<file path="config.mk">
export PLATFORM = sky130hd
export DESIGN_NAME = srtm_front
export DESIGN_NICKNAME = d
export VERILOG_FILES = /design/src/rtl/sparse_row_tile_mac_int8_assert.svh /design/src/rtl/srtm_pkg.sv /design/src/rtl/srtm_front.sv
export SDC_FILE = /design/constraint.sdc
export NUM_CORES = 1
export LEC_CHECK = 0
export BUFFER_PORTS_ARGS = -buffer_cell sky130_fd_sc_hd__buf_2
export CAP_MARGIN = 0
export CORE_MARGIN = 2
export CORE_UTILIZATION = 30
export DETAILED_ROUTE_END_ITERATION = 10
export GPL_TIMING_DRIVEN = 0
export PLACE_DENSITY_LB_ADDON = 0.25
export SYNTH_ARGS = -nofsm -noshare
export SYNTH_HDL_FRONTEND = slang
export SYNTH_SLANG_ARGS = --single-unit
</file>
<file path="constraint.sdc">
create_clock -name aclk -period 3.5 [get_ports aclk]
set_clock_uncertainty 0.15 [all_clocks]
set_input_delay 0.35 -clock aclk [delete_from_list [all_inputs] [get_ports aclk]]
set_output_delay 0.35 -clock aclk [all_outputs]
set_load 0.02 [all_outputs]
</file>
<file path="src/rtl/sparse_row_tile_mac_int8_assert.svh">
// Assertion macros for the sparse row tile MAC RTL (included by srtm_fifo).
// Expects the including module to have aclk and aresetn ports.
`ifndef SPARSE_ROW_TILE_MAC_INT8_ASSERT_SVH
`define SPARSE_ROW_TILE_MAC_INT8_ASSERT_SVH
`ifndef SYNTHESIS
// Checked only outside reset.
`define SRTM_ASSERT(label, prop) \
    label: assert property (@(posedge aclk) disable iff (!aresetn) prop) \
        else $error("srtm assertion failed");
// Checked at every edge, reset included.
`define SRTM_ASSERT_ALWAYS(label, prop) \
    label: assert property (@(posedge aclk) prop) \
        else $error("srtm assertion failed");
`else
`define SRTM_ASSERT(label, prop)
`define SRTM_ASSERT_ALWAYS(label, prop)
`endif
`endif

</file>
<file path="src/rtl/srtm_pkg.sv">
// Package for the sparse row tile MAC: sizes, codes and the command type.
// No dependencies; used by every module of the block.
package srtm_pkg;

    localparam int LANES        = 8;
    localparam int PACKED_LANES = 8;
    localparam int LANE_IDX_W   = (LANES > 1) ? $clog2(LANES) : 1;

    localparam int QUEUE_DEPTH = 4;
    localparam int QPTR_W      = (QUEUE_DEPTH > 1) ? $clog2(QUEUE_DEPTH) : 1;
    localparam int QCNT_W      = $clog2(QUEUE_DEPTH + 1);

    localparam logic [1:0] OP_START   = 2'd0;
    localparam logic [1:0] OP_NONZERO = 2'd1;
    localparam logic [1:0] OP_FINISH  = 2'd2;

    localparam logic [1:0] CFG_COLUMN_COUNT = 2'd0;
    localparam logic [1:0] CFG_ALPHA_SCALE  = 2'd1;
    localparam logic [1:0] CFG_BETA_SCALE   = 2'd2;

    typedef struct packed {
        logic [1:0]        kind;
        logic [LANES-1:0]  live;
        logic signed [7:0] sparse_value;
        logic [63:0]       dense_bytes;
        logic [2:0]        lane;
        logic [31:0]       old_output;
    } cmd_t;

endpackage

</file>
<file path="src/rtl/srtm_front.sv">
// Front end: takes requests, tracks the tile column and lane masks,
// drops requests with no effect. Depends on srtm_pkg.
module srtm_front (
    input  logic                aclk,
    input  logic                aresetn,
    input  logic [15:0]         column_count,
    input  logic                s_valid,
    output logic                s_ready,
    input  logic [1:0]          s_opcode,
    input  logic [15:0]         s_first_column,
    input  logic signed [7:0]   s_sparse_value,
    input  logic [63:0]         s_dense_bytes,
    input  logic [2:0]          s_lane_index,
    input  logic signed [31:0]  s_old_output,
    input  logic                q_full,
    output logic                q_push,
    output srtm_pkg::cmd_t      q_cmd
);

    logic [15:0]                 tile_column_reg;
    logic [15:0]                 tile_column_next;
    logic [srtm_pkg::LANES-1:0]  live_mask;
    logic                        finish_live;
    logic                        accept;

    assign s_ready = !q_full;
    assign accept  = s_valid && s_ready;

    // A lane is live when its column lies below the column count.
    always_comb begin
        for (int j = 0; j < srtm_pkg::LANES; j++) begin
            live_mask[j] = ({1'b0, tile_column_reg} + 17'(j)) < {1'b0, column_count};
        end
        finish_live = (int'(s_lane_index) < srtm_pkg::LANES) &&
                      (({1'b0, tile_column_reg} + 17'(s_lane_index)) < {1'b0, column_count});
    end

    always_comb begin
        q_cmd.kind         = s_opcode;
        q_cmd.live         = live_mask;
        q_cmd.sparse_value = s_sparse_value;
        q_cmd.dense_bytes  = s_dense_bytes;
        q_cmd.lane         = s_lane_index;
        q_cmd.old_output   = s_old_output;
        q_push             = 1'b0;
        tile_column_next   = tile_column_reg;
        if (accept) begin
            unique case (s_opcode)
                srtm_pkg::OP_START: begin
                    q_push           = 1'b1;
                    tile_column_next = s_first_column;
                end
                srtm_pkg::OP_NONZERO: begin
                    q_push = 1'b1;
                end
                srtm_pkg::OP_FINISH: begin
                    q_push = finish_live;
                end
                default: begin
                    q_push = 1'b0;
                end
            endcase
        end
    end

    always_ff @(posedge aclk) begin
        if (!aresetn) begin
            tile_column_reg <= '0;
        end else begin
            tile_column_reg <= tile_column_next;
        end
    end

endmodule

</file>
# Word-level counts from Yosys, hierarchy flattened
# Index checks and enable logic that the tools add are counted.
# totals
ff_bits	16
latchBits	0
mem_bits_rw	0
mem_bits_ro	0
input_bits	145
memories	0
# op_classes
n_addsub	8
mul	0
div	0
magnitude_cmp	9
eq_ne	2
shifts	0
n_mux	2
bitwise	0
reduce_logical	5
# ops
cell	count
< comparator 17 x 16 -> 1 bit	8
adder 16 x 3 -> 17 bit, second input constant	4
adder 16 x 2 -> 17 bit, second input constant	2
adder 16 x 1 -> 17 bit, second input constant	1
adder 16 x 3 -> 17 bit	1
< comparator 16 bit	1
== test 2 x 1 -> 1 bit, second input constant	1
== test 2 bit, second input constant	1
zero test 2 bit	1
case mux 1 bit (2 select lines)	1
AND reduction 2 bit	1
OR reduction 2 bit	1
logical AND 1 bit	1
zero test 1 bit	1
2-to-1 mux 1 bit	1

# Logic depth before layout (Yosys ltp)
# Gate-level depths: netlist of the first run.
# depth
ltp_word	4
depth_mapped	14
depth_no_buf	13

# Worst setup path before layout of the first run
# OpenSTA, ideal clock, no wires.
# synth_timing
path_type	flip-flop to output port
start	reg tile_column_reg[1]
end	out q_push
t_arrival_ns	3.147
required_time_ns	3.000
slack_ns	-0.147
stages_incl_launch_ff	14
path_buffers	1
cell_sequence	dfxtp_1 > clkbuf_1 > inv_1 > fa_1 > nor2b_1 > o2111a_1 > nand2_1 > xnor2_1 > ha_1 > a21oi_1 > o21ai_0 > a2111oi_0 > a211oi_1 > o21ai_1
# synth_between
elab_chain_len	4
# synth_lines
element	line	source
start, declared	srtm_front.sv:20	logic [15:0] tile_column_reg;
start signal, assigned	srtm_front.sv:70	tile_column_reg <= tile_column_next;
adder 16 x 3 -> 17 bit	srtm_front.sv:35	(({1'b0, tile_column_reg} + 17'(s_lane_index)) < {1'b0, column_count});
< comparator 17 x 16 -> 1 bit	srtm_front.sv:35	
case mux 1 bit (2 select lines)	srtm_front.sv:48	unique case (s_opcode)
2-to-1 mux 1 bit	srtm_front.sv:47	if (accept) begin
end, declared	srtm_front.sv:16	output logic q_push,
# Every way passes these cells.

# Worst setup path after layout of the first run
# Same ends and word-level chain as after synthesis.

==> results of run 1 <==
## Yosys cell counts, types with 2 or more instances
master / instances
ha_1: 143
buf_4: 111
nand2_1: 85
a21oi_1: 53
xnor2_1: 53
xor2_1: 53
nor2_1: 47
inv_1: 32
a21o_1: 26
o21ai_0: 18
a21boi_0: 16
dfxtp_1: 16
nand3_1: 16
nand4_1: 16
buf_2: 15
nor3_1: 15
clkbuf_1: 11
nor2b_1: 8
a211oi_1: 6
or3_1: 6
and3_1: 5
a2111oi_0: 4
a41oi_1: 4
buf_1: 4
nor2_2: 4
o31ai_1: 4
and4_1: 3
nor4_1: 3
o41ai_1: 3
a221oi_1: 2
nor3_2: 2
o211ai_1: 2
o21bai_1: 2
o221ai_1: 2
## logic make-up after synthesis
kind of cell	count (synthesis)
AO/OA/AOI/OAI	152
XOR/XNOR	106
adder cells (fa/ha/maj)	144
buffers and inverters	174
flip-flops	16
AND/OR/NAND/NOR	214
## metal layers
metal  up-vias  GRT usage, %  share of wire [%]
li1       3097             -                  -
met1      2700          21.6                 44
met2       174          29.2                 49
met3        20          1.30                4.8
met4         0          2.84                1.7
met5         -             0                  0
## where the power goes
group | total [W] | internal (W) | switching (W) | leakage (nW)
Sequential | 0.000190 | 0.000184 | 0.00000565 | 0.133
Combinational | 0.000584 | 0.000268 | 0.000317 | 4.30
Clock | 0.000246 | 0.000174 | 0.0000726 | 0.0442
Total | 0.00102 | 0.000625 | 0.000395 | 4.48
## worst min-delay path by stage
stage                     cells past startpoint            endpoint  slack [ns]              start
final                                         3  tile_column_reg[9]        0.19  s_first_column[9]
after global routing                          3  tile_column_reg[9]        0.20  s_first_column[9]
after CTS                                     3  tile_column_reg[9]        0.19  s_first_column[9]
after detailed placement                      3  tile_column_reg[9]        0.45  s_first_column[9]
after global placement                        3  tile_column_reg[9]        0.45  s_first_column[9]
after floorplan                               2  tile_column_reg[9]        0.33  s_first_column[9]
## placed cells by master (no fill, tap or decap), drive strengths merged, types with 2 or more instances in the layout
master,Yosys,layout
a2111oi,5,5
a211oi,6,6
a21boi,17,17
a21o,26,26
a21oi,53,53
a221oi,2,2
a41oi,4,4
and3,6,6
and4,3,3
buf,131,324
clkbuf,11,14
dfxtp,16,16
ha,143,143
inv,32,30
nand2,86,86
nand3,16,16
nand4,17,17
nor2,51,51
nor2b,8,8
nor3,17,17
nor4,4,4
o211ai,2,2
o21ai,19,19
o21bai,2,2
o221ai,2,2
o31ai,4,4
o41ai,3,3
or3,6,6
xnor2,53,53
xor2,53,53
## what timing repair did
item                       in CTS  in global routing
hold buffers                    0                  0
cloned                          0                  0
resized for setup              97                 53
buffers inserted               14                 22
pin swaps                      18                 25
setup endpoints to repair       8                  8
## per-stage QoR
step	setup slack [ns]	setup TNS, ns	total power [W]
2_1_floorplan	0.0167	0	0.000581
3_3_place_gp	-0.900	-4.07	0.000728
3_5_place_dp	-0.917	-3.98	0.000734
4_1_cts	-0.166	-0.266	0.00101
5_1_grt	-0.254	-1.09	0.00109
6_report	-0.158	-0.180	0.00102
## worst register-to-register path, cell delays in order, from the launching register on
cell	delay, ns
dfxtp_1	0.50
buf_1	0.67
nand2_1	0.10
a21boi_0	0.18
## area by class of cell
class / count / area share, %
Tap cell: 270 / 4.10
Sequential cell: 16 / 4.07
Clock buffer: 4 / 1.08
Timing Repair Buffer: 195 / 13.4
Buffer: 139 / 12.7
Inverter: 32 / 1.69
Multi-Input combinational cell: 616 / 63.0
==> out/results.tsv, run 1 <==
metric	value	unit
Via Count	5991	
Worst VDD drop	0.000185	V
status	finished, violations left	
ys async rst share	0	%
wire per inst	14.7	um
Worst path max stage delay	0.39	ns
Slew HR	45.2	%
WP buf/inv	3	
Final Cycle Share	105	%
CP max-delay cell	fa_2	
Yosys top cell by area	ha_1	
dpl hpwl	15400	um
CP Capture Type	output port	
TritonRoute pass-1 iters	4	
Pins Over Slew Limit	0	
total of max-cap violations	0	
Final Wtd Congestion	0.901	
Synth warnings	0	
reg-to-reg startpoint	tile_column_reg[10]	
CP Launch Type	flip-flop	
Synth-to-Final Area Change	34.0	%
placed instance area	0.00729	sq mm
first-pass GRT wire length	28700	um
Starting Density	30.5	%
FF-to-FF setup slack	1.84	ns
depth of the CTS H-tree	1	
Gate Count Post-Synth	806	
post-synthesis adder-cell area fraction	29.4	%
Core ar.	0.0202	sq mm
die area	0.0217	sq mm
number of flops mapped to enable cells by yosys	0	
Area contributors post-synth	ha_1, buf_4, xnor2_1, xor2_1, dfxtp_1	
R2R cell count	3	
final instance area	0.00824	sq mm
Final ANT Viol Nets	0	
Port Buffers	159	
pin count of the biggest net entering global routing	11	
CP arrival	3.16	ns
Seq cells post-synth	16	
main flop type after synthesis	dfxtp_1	
PwrDens	124	mW/mm^2
Final setup viols	3	
r2r endpoint	tile_column_reg[10]	
post-synth cell types	50	
Worst Max-Slew Pin Slew	0.822	ns
TritonCTS clock tree	yes	
top cell type's share of synthesized area	29.1	%
LEAKAGE	4.48	nW
DRT Wirelength	18600	um
Hold Slack	0.190	ns
Layout fillers	2130	
Row Count	52	
multiplexer share of the synthesized area	0	%
cell area after synthesis	0.00615	sq mm
worst setup margin	-0.158	ns
syn_area_per_cell	7.63	sq um
violated checks	negative setup slack	
largest family of logic cells by synthesized area	adder cells	
sequential cell area fraction in the yosys report	5.21	%
die height	147	um
Synthesized Nets	1095	
clk slew on worst S/H paths	0.05	ns
ANT cells	0	
initial antenna violation count	0	
vias in the first global route	5572	
clk sinks	16	
CP Max Fanout	4	
clk buf depth	2	
multi-input logic area	0.00519	sq mm
crit-path leading delay family	compound AO/OA/AOI/OAI gates	
unrepaired setup endpoints after global routing	true	
I/O pin cnt	264	
Final Core Density	40.8	%
Final Critical Period	3.66	ns
fin nets	1292	
Synth Area in Simple Gates	16.2	%
Worst Path Required	3.00	ns
Critical path origin	tile_column_reg[1]	
layout cells sized above 1	41.6	%
die width	147	um
final global-route overflow total	0	
register area	335	sq um
number of flip-flops in the largest register	16	
dpl cells	1235	
DRC Markers	0	
fin cells	1272	
Synth Area in XOR/XNOR	15.1	%
worst-path cell chain	clkbuf_16, clkinvlp_4, fa_2, nor2b_4, o2111a_2, nand2_2, xnor2_1, ha_1, a21oi_2, o21ai_2, a2111oi_4, a211oi_2, o21ai_2, buf_6	
CTS root buffer	clkbuf_16	
Worst Path Class, Setup	flip-flop to output port	
CTS Buf Count	3	
CP dominant cell by count	o21ai_2	
final count of hold timing violations	0	
Hold Path Class	input pin to flip-flop	
drt via density	4.71	
Worst setup endpoint	q_push	
DR iter-0 viols	175	
Synth Area in Compound Gates	16.2	%
Levels on crit path	14	
FMAX	273	MHz
Total GRT Usage	16.3	%
clock latency on the worst-skew pair	0.25	ns
No activity file was read; power rests on OpenSTA's default activity.
==> run 2: changes to the inputs <==
--- a/config.mk
+++ b/config.mk
@@ -10,8 +10,7 @@
 export CORE_MARGIN = 2
 export CORE_UTILIZATION = 30
 export DETAILED_ROUTE_END_ITERATION = 10
-export GPL_TIMING_DRIVEN = 0
-export PLACE_DENSITY_LB_ADDON = 0.25
+export PLACE_DENSITY = 0.68
 export SYNTH_ARGS = -nofsm -noshare
 export SYNTH_HDL_FRONTEND = slang
 export SYNTH_SLANG_ARGS = --single-unit
==> run 2 against run 1 <==
Net effect: the flow still finishes with violations (negative setup slack); register-to-register slack better by 0.45 ns; worst setup slack better by 0.098 ns; clock-buffer cell count unchanged; sequential cell count unchanged; largest power group unchanged; global-route usage down 1.0 points; wire length down 10%; critical path depth up 1; critical endpoint unchanged; critical path type unchanged; hold slack worse by 0.0016 ns; die area unchanged; largest cell class unchanged; highest routed layer unchanged.
==> out/results.tsv, run 2 (synthesis results as in run 1) <==
metric	value	unit	change
PwrDens	116	mW/mm^2	-6.4%
die area	0.0217	sq mm	unchanged
Layout fillers	2147		+0.80%
drt via density	5.08		+7.8%
CP Capture Type	output port		
worst-path cell chain	ha_2, inv_1, fa_2, nor2b_4, o2111a_2, nand2_2, xnor2_2, ha_1, a21oi_1, o21ai_1, buf_4, a41oi_1, a211oi_2, o21ai_2, buf_6		
WP buf/inv	3		unchanged
number of flip-flops in the largest register	16		unchanged
Pins Over Slew Limit	0		unchanged
clk slew on worst S/H paths	0.05	ns	about the same
dpl cells	1059		-14%
wire per inst	15.7	um	+7.3%
commonest non-fill, non-tap cell in the layout	ha_1		
layout cells sized above 1	25.1	%	-17 points
TritonRoute pass-1 iters	5		+1
Final ANT Viol Nets	0		unchanged
Critical path origin	tile_column_reg[0]		
clk sinks	16		unchanged
initial antenna violation count	0		unchanged
Hold Slack	0.189	ns	-0.00157 ns
depth of the CTS H-tree	1		unchanged
violated checks	negative setup slack		
Final Critical Period	3.56	ns	-0.0977 ns
Final setup viols	2		-1
Starting Density	30.5	%	unchanged
DRC Markers	0		unchanged
worst hold path startpoint	s_first_column[9]		
final global-route overflow total	0		unchanged
vias in the first global route	5405		-3.0%
Worst VDD drop	0.000161	V	-13%
Hold Path Class	input pin to flip-flop		
Final Cycle Share	102	%	-2.8 points
CP max-delay cell	fa_2		
Row Count	52		unchanged
Final Wtd Congestion	0.907		+0.69%
Total GRT Usage	15.3	%	-1.0 points
Worst Path Class, Setup	flip-flop to output port		
CTS root buffer	clkbuf_16		
Worst Path Required	3.00	ns	about the same
Via Count	5398		-9.9%
worst setup margin	-0.0602	ns	+0.0977 ns
die width	147	um	unchanged
CP Max Fanout	3		-1
postcts setup bufs	0		-14
clk buf depth	2		unchanged
grt met2 use	26.4	%	-2.8 points
LEAKAGE	3.46	nW	-23%
CTS Buf Count	3		unchanged
unrepaired setup endpoints after global routing	true		
DR iter-0 viols	353		+100%
Core ar.	0.0202	sq mm	unchanged
status	finished, violations left		
ANT cells	0		unchanged
Synth-to-Final Area Change	9.81	%	
Port Buffers	55		-65%
crit-path leading delay family	compound AO/OA/AOI/OAI gates		
multi-input logic area	0.00501	sq mm	-3.4%
DRT Wirelength	16700	um	-10%
final count of hold timing violations	0		unchanged
FMAX	281	MHz	+2.7%
pin count of the biggest net entering global routing	17		+6
TritonCTS clock tree	yes		
GR peak layer	met2		
Worst path max stage delay	0.37	ns	-0.02 ns
total of max-cap violations	0		unchanged
dpl hpwl	13900	um	-9.7%
CP arrival	3.06	ns	-0.10 ns
Worst Max-Slew Pin Slew	0.982	ns	+0.161 ns
Pwr Total	0.000782	W	-23%
CP Launch Type	flip-flop		
fin nets	1083		-16%
die height	147	um	unchanged
register area	332	sq um	-1.1%
reg-to-reg startpoint	tile_column_reg[15]		
first-pass GRT wire length	27000	um	-5.7%
I/O pin cnt	264		unchanged
clock latency on the worst-skew pair	0.24	ns	about the same
most frequent cells in the layout	ha_1, nand2_1, buf_4, xor2_1, xnor2_1		
fin cells	1063		-16%
Slew HR	34.1	%	-11 points
met1 Usage GRT	19.6	%	-2.0 points
met3 usage	1.68	%	+0.37 points
==> run 2: cell count changes in the layout (fill, tap and decap cells not counted), moves of 4 or more <==
cell | before | now
clkbuf_2 | 4 | 0
buf_2 | 158 | 49
buf_4 | 150 | 68
buf_6 | 12 | 6
a21oi_2 | 9 | 5
ha_4 | 5 | 0
a21oi_1 | 41 | 48
==> run 2: repair_timing <==
item | 4_1_cts | 5_1_grt
gates cloned | 0 | 0
resized for setup | 43 | 43
endpoints found under the setup margin | 8 | 8
hold buffers | 0 | 0
pin swaps | 8 | 5
==> run 2: area by class of cell <==
| class | count | share of cell area, % |
|---|---|---|
| multi-input combinational | 616 | 74.2 |
| clock buffer | 4 | 1.32 |
| inverter | 32 | 1.78 |
| tap | 270 | 5.00 |
| timing repair buffer | 125 | 12.8 |
| sequential | 16 | 4.91 |
==> run 2: stage by stage <==
| step | instance area [sq um] | setup WS (ns) | setup TNS [ns] | util (%) |
|---|---|---|---|---|
| 2_1_floorplan | 6150 | 0.0167 | 0 | - |
| 6_report | 6750 | -0.0602 | -0.0880 | 33.5 |
| 4_1_cts | 6570 | -0.0557 | -0.110 | 32.6 |
| 3_3_place_gp | 6330 | -0.225 | -0.236 | 31.4 |
| 3_5_place_dp | 6330 | -0.232 | -0.241 | 31.4 |
| 5_1_grt | 6750 | -0.206 | -0.559 | 33.5 |
==> run 2: layer usage <==
| metal | wire length (um) | part of all wire (%) |
|---|---|---|
| met1 | 7490 | 45 |
| met2 | 7800 | 47 |
| met3 | 920 | 5.5 |
| met4 | 495 | 3.0 |
| met5 | 0 | 0 |
==> run 2: worst paths after layout <==
| kind | endpoint | cells after the start | slack (ns) |
|---|---|---|---|
| max | q_push | 15 | -0.06 |
| min | tile_column_reg[9] | 3 | 0.19 |
| max reg2reg | tile_column_reg[15] | 2 | 2.29 |
| min reg2reg | tile_column_reg[8] | 2 | 0.36 |
==> run 2: worst min-delay path, stage by stage <==
cell and delay (ns):
buf_2 0.10, nand2_1 0.05, a21boi_1 0.05
==> run 2: report_power, final <==
group / internal (W) / switching [W]
sequential: 0.000185 / 0.00000603
combinational: 0.000147 / 0.000199
clock: 0.000174 / 0.0000711
==> run 3: changes to the inputs <==
--- a/config.mk
+++ b/config.mk
@@ -10,7 +10,7 @@
 export CORE_MARGIN = 2
 export CORE_UTILIZATION = 30
 export DETAILED_ROUTE_END_ITERATION = 10
-export PLACE_DENSITY = 0.68
+export PLACE_DENSITY = 0.66
 export SYNTH_ARGS = -nofsm -noshare
 export SYNTH_HDL_FRONTEND = slang
 export SYNTH_SLANG_ARGS = --single-unit
==> constraint.sdc (replaced) <==
create_clock -name aclk -period 4.55 [get_ports aclk]
set_clock_uncertainty 0.15 [all_clocks]
set_input_delay 0.455 -clock aclk [delete_from_list [all_inputs] [get_ports aclk]]
set_output_delay 0.455 -clock aclk [all_outputs]
set_load 0.02 [all_outputs]
==> run 3 against run 2 <==
Net effect: the flow now finishes without violations; clock-buffer cell count unchanged; total power fell by 27%; clock power decreased by 23%; die area unchanged; hold slack improved by 0.11 ns; combinational power decreased by 32%; sequential power down 23%; non-clock buffer count fell by 48; wire length shrank 5.4%; utilization shrank 3.5 points; critical endpoint unchanged.
==> out/results.tsv, run 3 (synthesis results as in run 1) <==
metric	value	unit	change
Final Critical Period	4.11	ns	
Worst VDD drop	0.000154	V	-4.7%
DR iter-0 viols	256		-27%
Worst Max-Slew Pin Slew	0.966	ns	-0.0160 ns
die height	147	um	unchanged
first-pass GRT wire length	25600	um	-5.2%
Layout fillers	2224		+3.6%
initial antenna violation count	0		unchanged
crit-path leading delay family	compound AO/OA/AOI/OAI gates		
die area	0.0217	sq mm	unchanged
Final Cycle Share	90.3	%	
hold_buf cts	0		unchanged
Synth-to-Final Area Change	-1.77	%	
Final setup viols	0		-2
depth of the CTS H-tree	1		unchanged
CTS Buf Count	3		unchanged
CP Capture Type	output port		
total of max-cap violations	0		unchanged
number of flip-flops in the largest register	16		unchanged
drt via density	5.03		-0.90%
clock latency on the worst-skew pair	0.25	ns	about the same
CP Launch Type	flip-flop		
vias in the first global route	5072		-6.2%
unrepaired setup endpoints after global routing	false		
TritonCTS clock tree	yes		
Total GRT Usage	14.4	%	-0.86 points
Levels on crit path	14		-1
layout cells sized above 1	12.2	%	-13 points
final count of hold timing violations	0		unchanged
dpl hpwl	13200	um	-4.9%
Final ANT Viol Nets	0		unchanged
Hold Path Class	input pin to flip-flop		
most frequent cells in the layout	ha_1, nand2_1, buf_2		
fin nets	1035		-4.4%
Starting Density	30.5	%	unchanged
CTS root buffer	clkbuf_16		
Worst Hold Depth	3		unchanged
R2R cell count	3		+1
CP Max Fanout	4		+1
final instance area	0.00604	sq mm	-11%
setup tns final	0	ns	+0.0880 ns
PwrDens	95.0	mW/mm^2	-18%
Critical path origin	tile_column_reg[0]		
Row Count	52		unchanged
Worst Path Required	3.94	ns	+0.94 ns
Via Count	5108		-5.4%
ANT cells	0		unchanged
DRC Markers	0		unchanged
TritonRoute pass-1 iters	5		unchanged
LEAKAGE	3.14	nW	-9.5%
Slew HR	35.2	%	+1.1 points
CP arrival	3.50	ns	+0.44 ns
I/O pin cnt	264		unchanged
worst-path cell chain	ha_1, inv_1, fa_1, nor2b_1, o2111a_1, nand2_1, xnor2_1, ha_1, a21oi_1, o21ai_0, a2111oi_0, a211oi_1, o21ai_1, buf_2		
CP dominant cell by count	ha_1		
clk slew on worst S/H paths	0.05	ns	about the same
CP max-delay cell	a2111oi_0		
Port Buffers	55		unchanged
# resized after CTS	0		-100%
clk buf depth	2		unchanged
Final Core Density	29.9	%	-3.5 points
clk sinks	16		unchanged
WP buf/inv	2		-1
FF-to-FF setup slack	3.31	ns	+1.02 ns
die width	147	um	unchanged
Worst path max stage delay	0.40	ns	+0.03 ns
pin count of the biggest net entering global routing	17		unchanged
r2r endpoint	tile_column_reg[14]		
FMAX	244	MHz	
placed instance area	0.00595	sq mm	-6.0%
wire per inst	15.6	um	-0.98%
commonest non-fill, non-tap cell in the layout	ha_1		
Final Wtd Congestion	0.932		+2.7%
postcts setup bufs	0		unchanged
Core ar.	0.0202	sq mm	unchanged
final global-route overflow total	0		unchanged
DRT Wirelength	15800	um	-5.4%
status	completed		
Worst Path Class, Setup	flip-flop to output port		
Pins Over Slew Limit	0		unchanged
Worst setup endpoint	q_push		
reg-to-reg startpoint	tile_column_reg[14]		
[run 3: worst min-delay path by stage]
stage	from	end	slack, ns
finish	s_first_column[9]	tile_column_reg[9]	0.29
global route	s_first_column[12]	tile_column_reg[12]	0.31
CTS	s_first_column[9]	tile_column_reg[9]	0.29
detailed placement	tile_column_reg[10]	tile_column_reg[10]	0.34
global placement	tile_column_reg[10]	tile_column_reg[10]	0.32
floorplan	s_first_column[9]	tile_column_reg[9]	0.44
[run 3: final cells by class]
class,instances,area (sq um),share of cell area [%]
Tap cell,270,338,5.59
Multi-Input combinational cell,616,4730,78.4
Inverter,32,120,1.99
Timing Repair Buffer,77,440,7.29
Sequential cell,16,320,5.30
Clock buffer,4,88.8,1.47
[run 3: layer usage]
| layer | part of all wire [%] | wire length, um | GRT usage [%] | vias up |
|---|---|---|---|---|
| met5 | 0 | 0 | 0 | - |
| met4 | 1.8 | 284 | 3.70 | 0 |
| met3 | 4.8 | 761 | 1.34 | 37 |
| met2 | 46 | 7190 | 24.2 | 151 |
| met1 | 48 | 7560 | 19.9 | 2339 |
| li1 | - | - | - | 2581 |
[run 3: report_power, final]
group          switching [W]  internal [W]
combinational       0.000140     0.0000972
sequential        0.00000440      0.000143
clock              0.0000552      0.000134
total               0.000200      0.000374
[run 3: stage by stage]
step	hold WS (ns)	setup slack [ns]	instances	total power, W
detailed placement	0.337	0.574	1011	0.000389
global route	0.307	0.221	1015	0.000621
global placement	0.322	0.625	1011	0.000382
CTS	0.292	0.472	1015	0.000582
floorplan	0.440	0.798	806	0.000446
finish	0.295	0.444	1015	0.000574
[run 3: worst register-to-register path, delay by kind of cell (launching register included)]
kind / cells / cell delay [ns]
compound gates: 1 / 0.17
buf+inv: 1 / 0.25
flops: 1 / 0.54
simple gates: 1 / 0.06
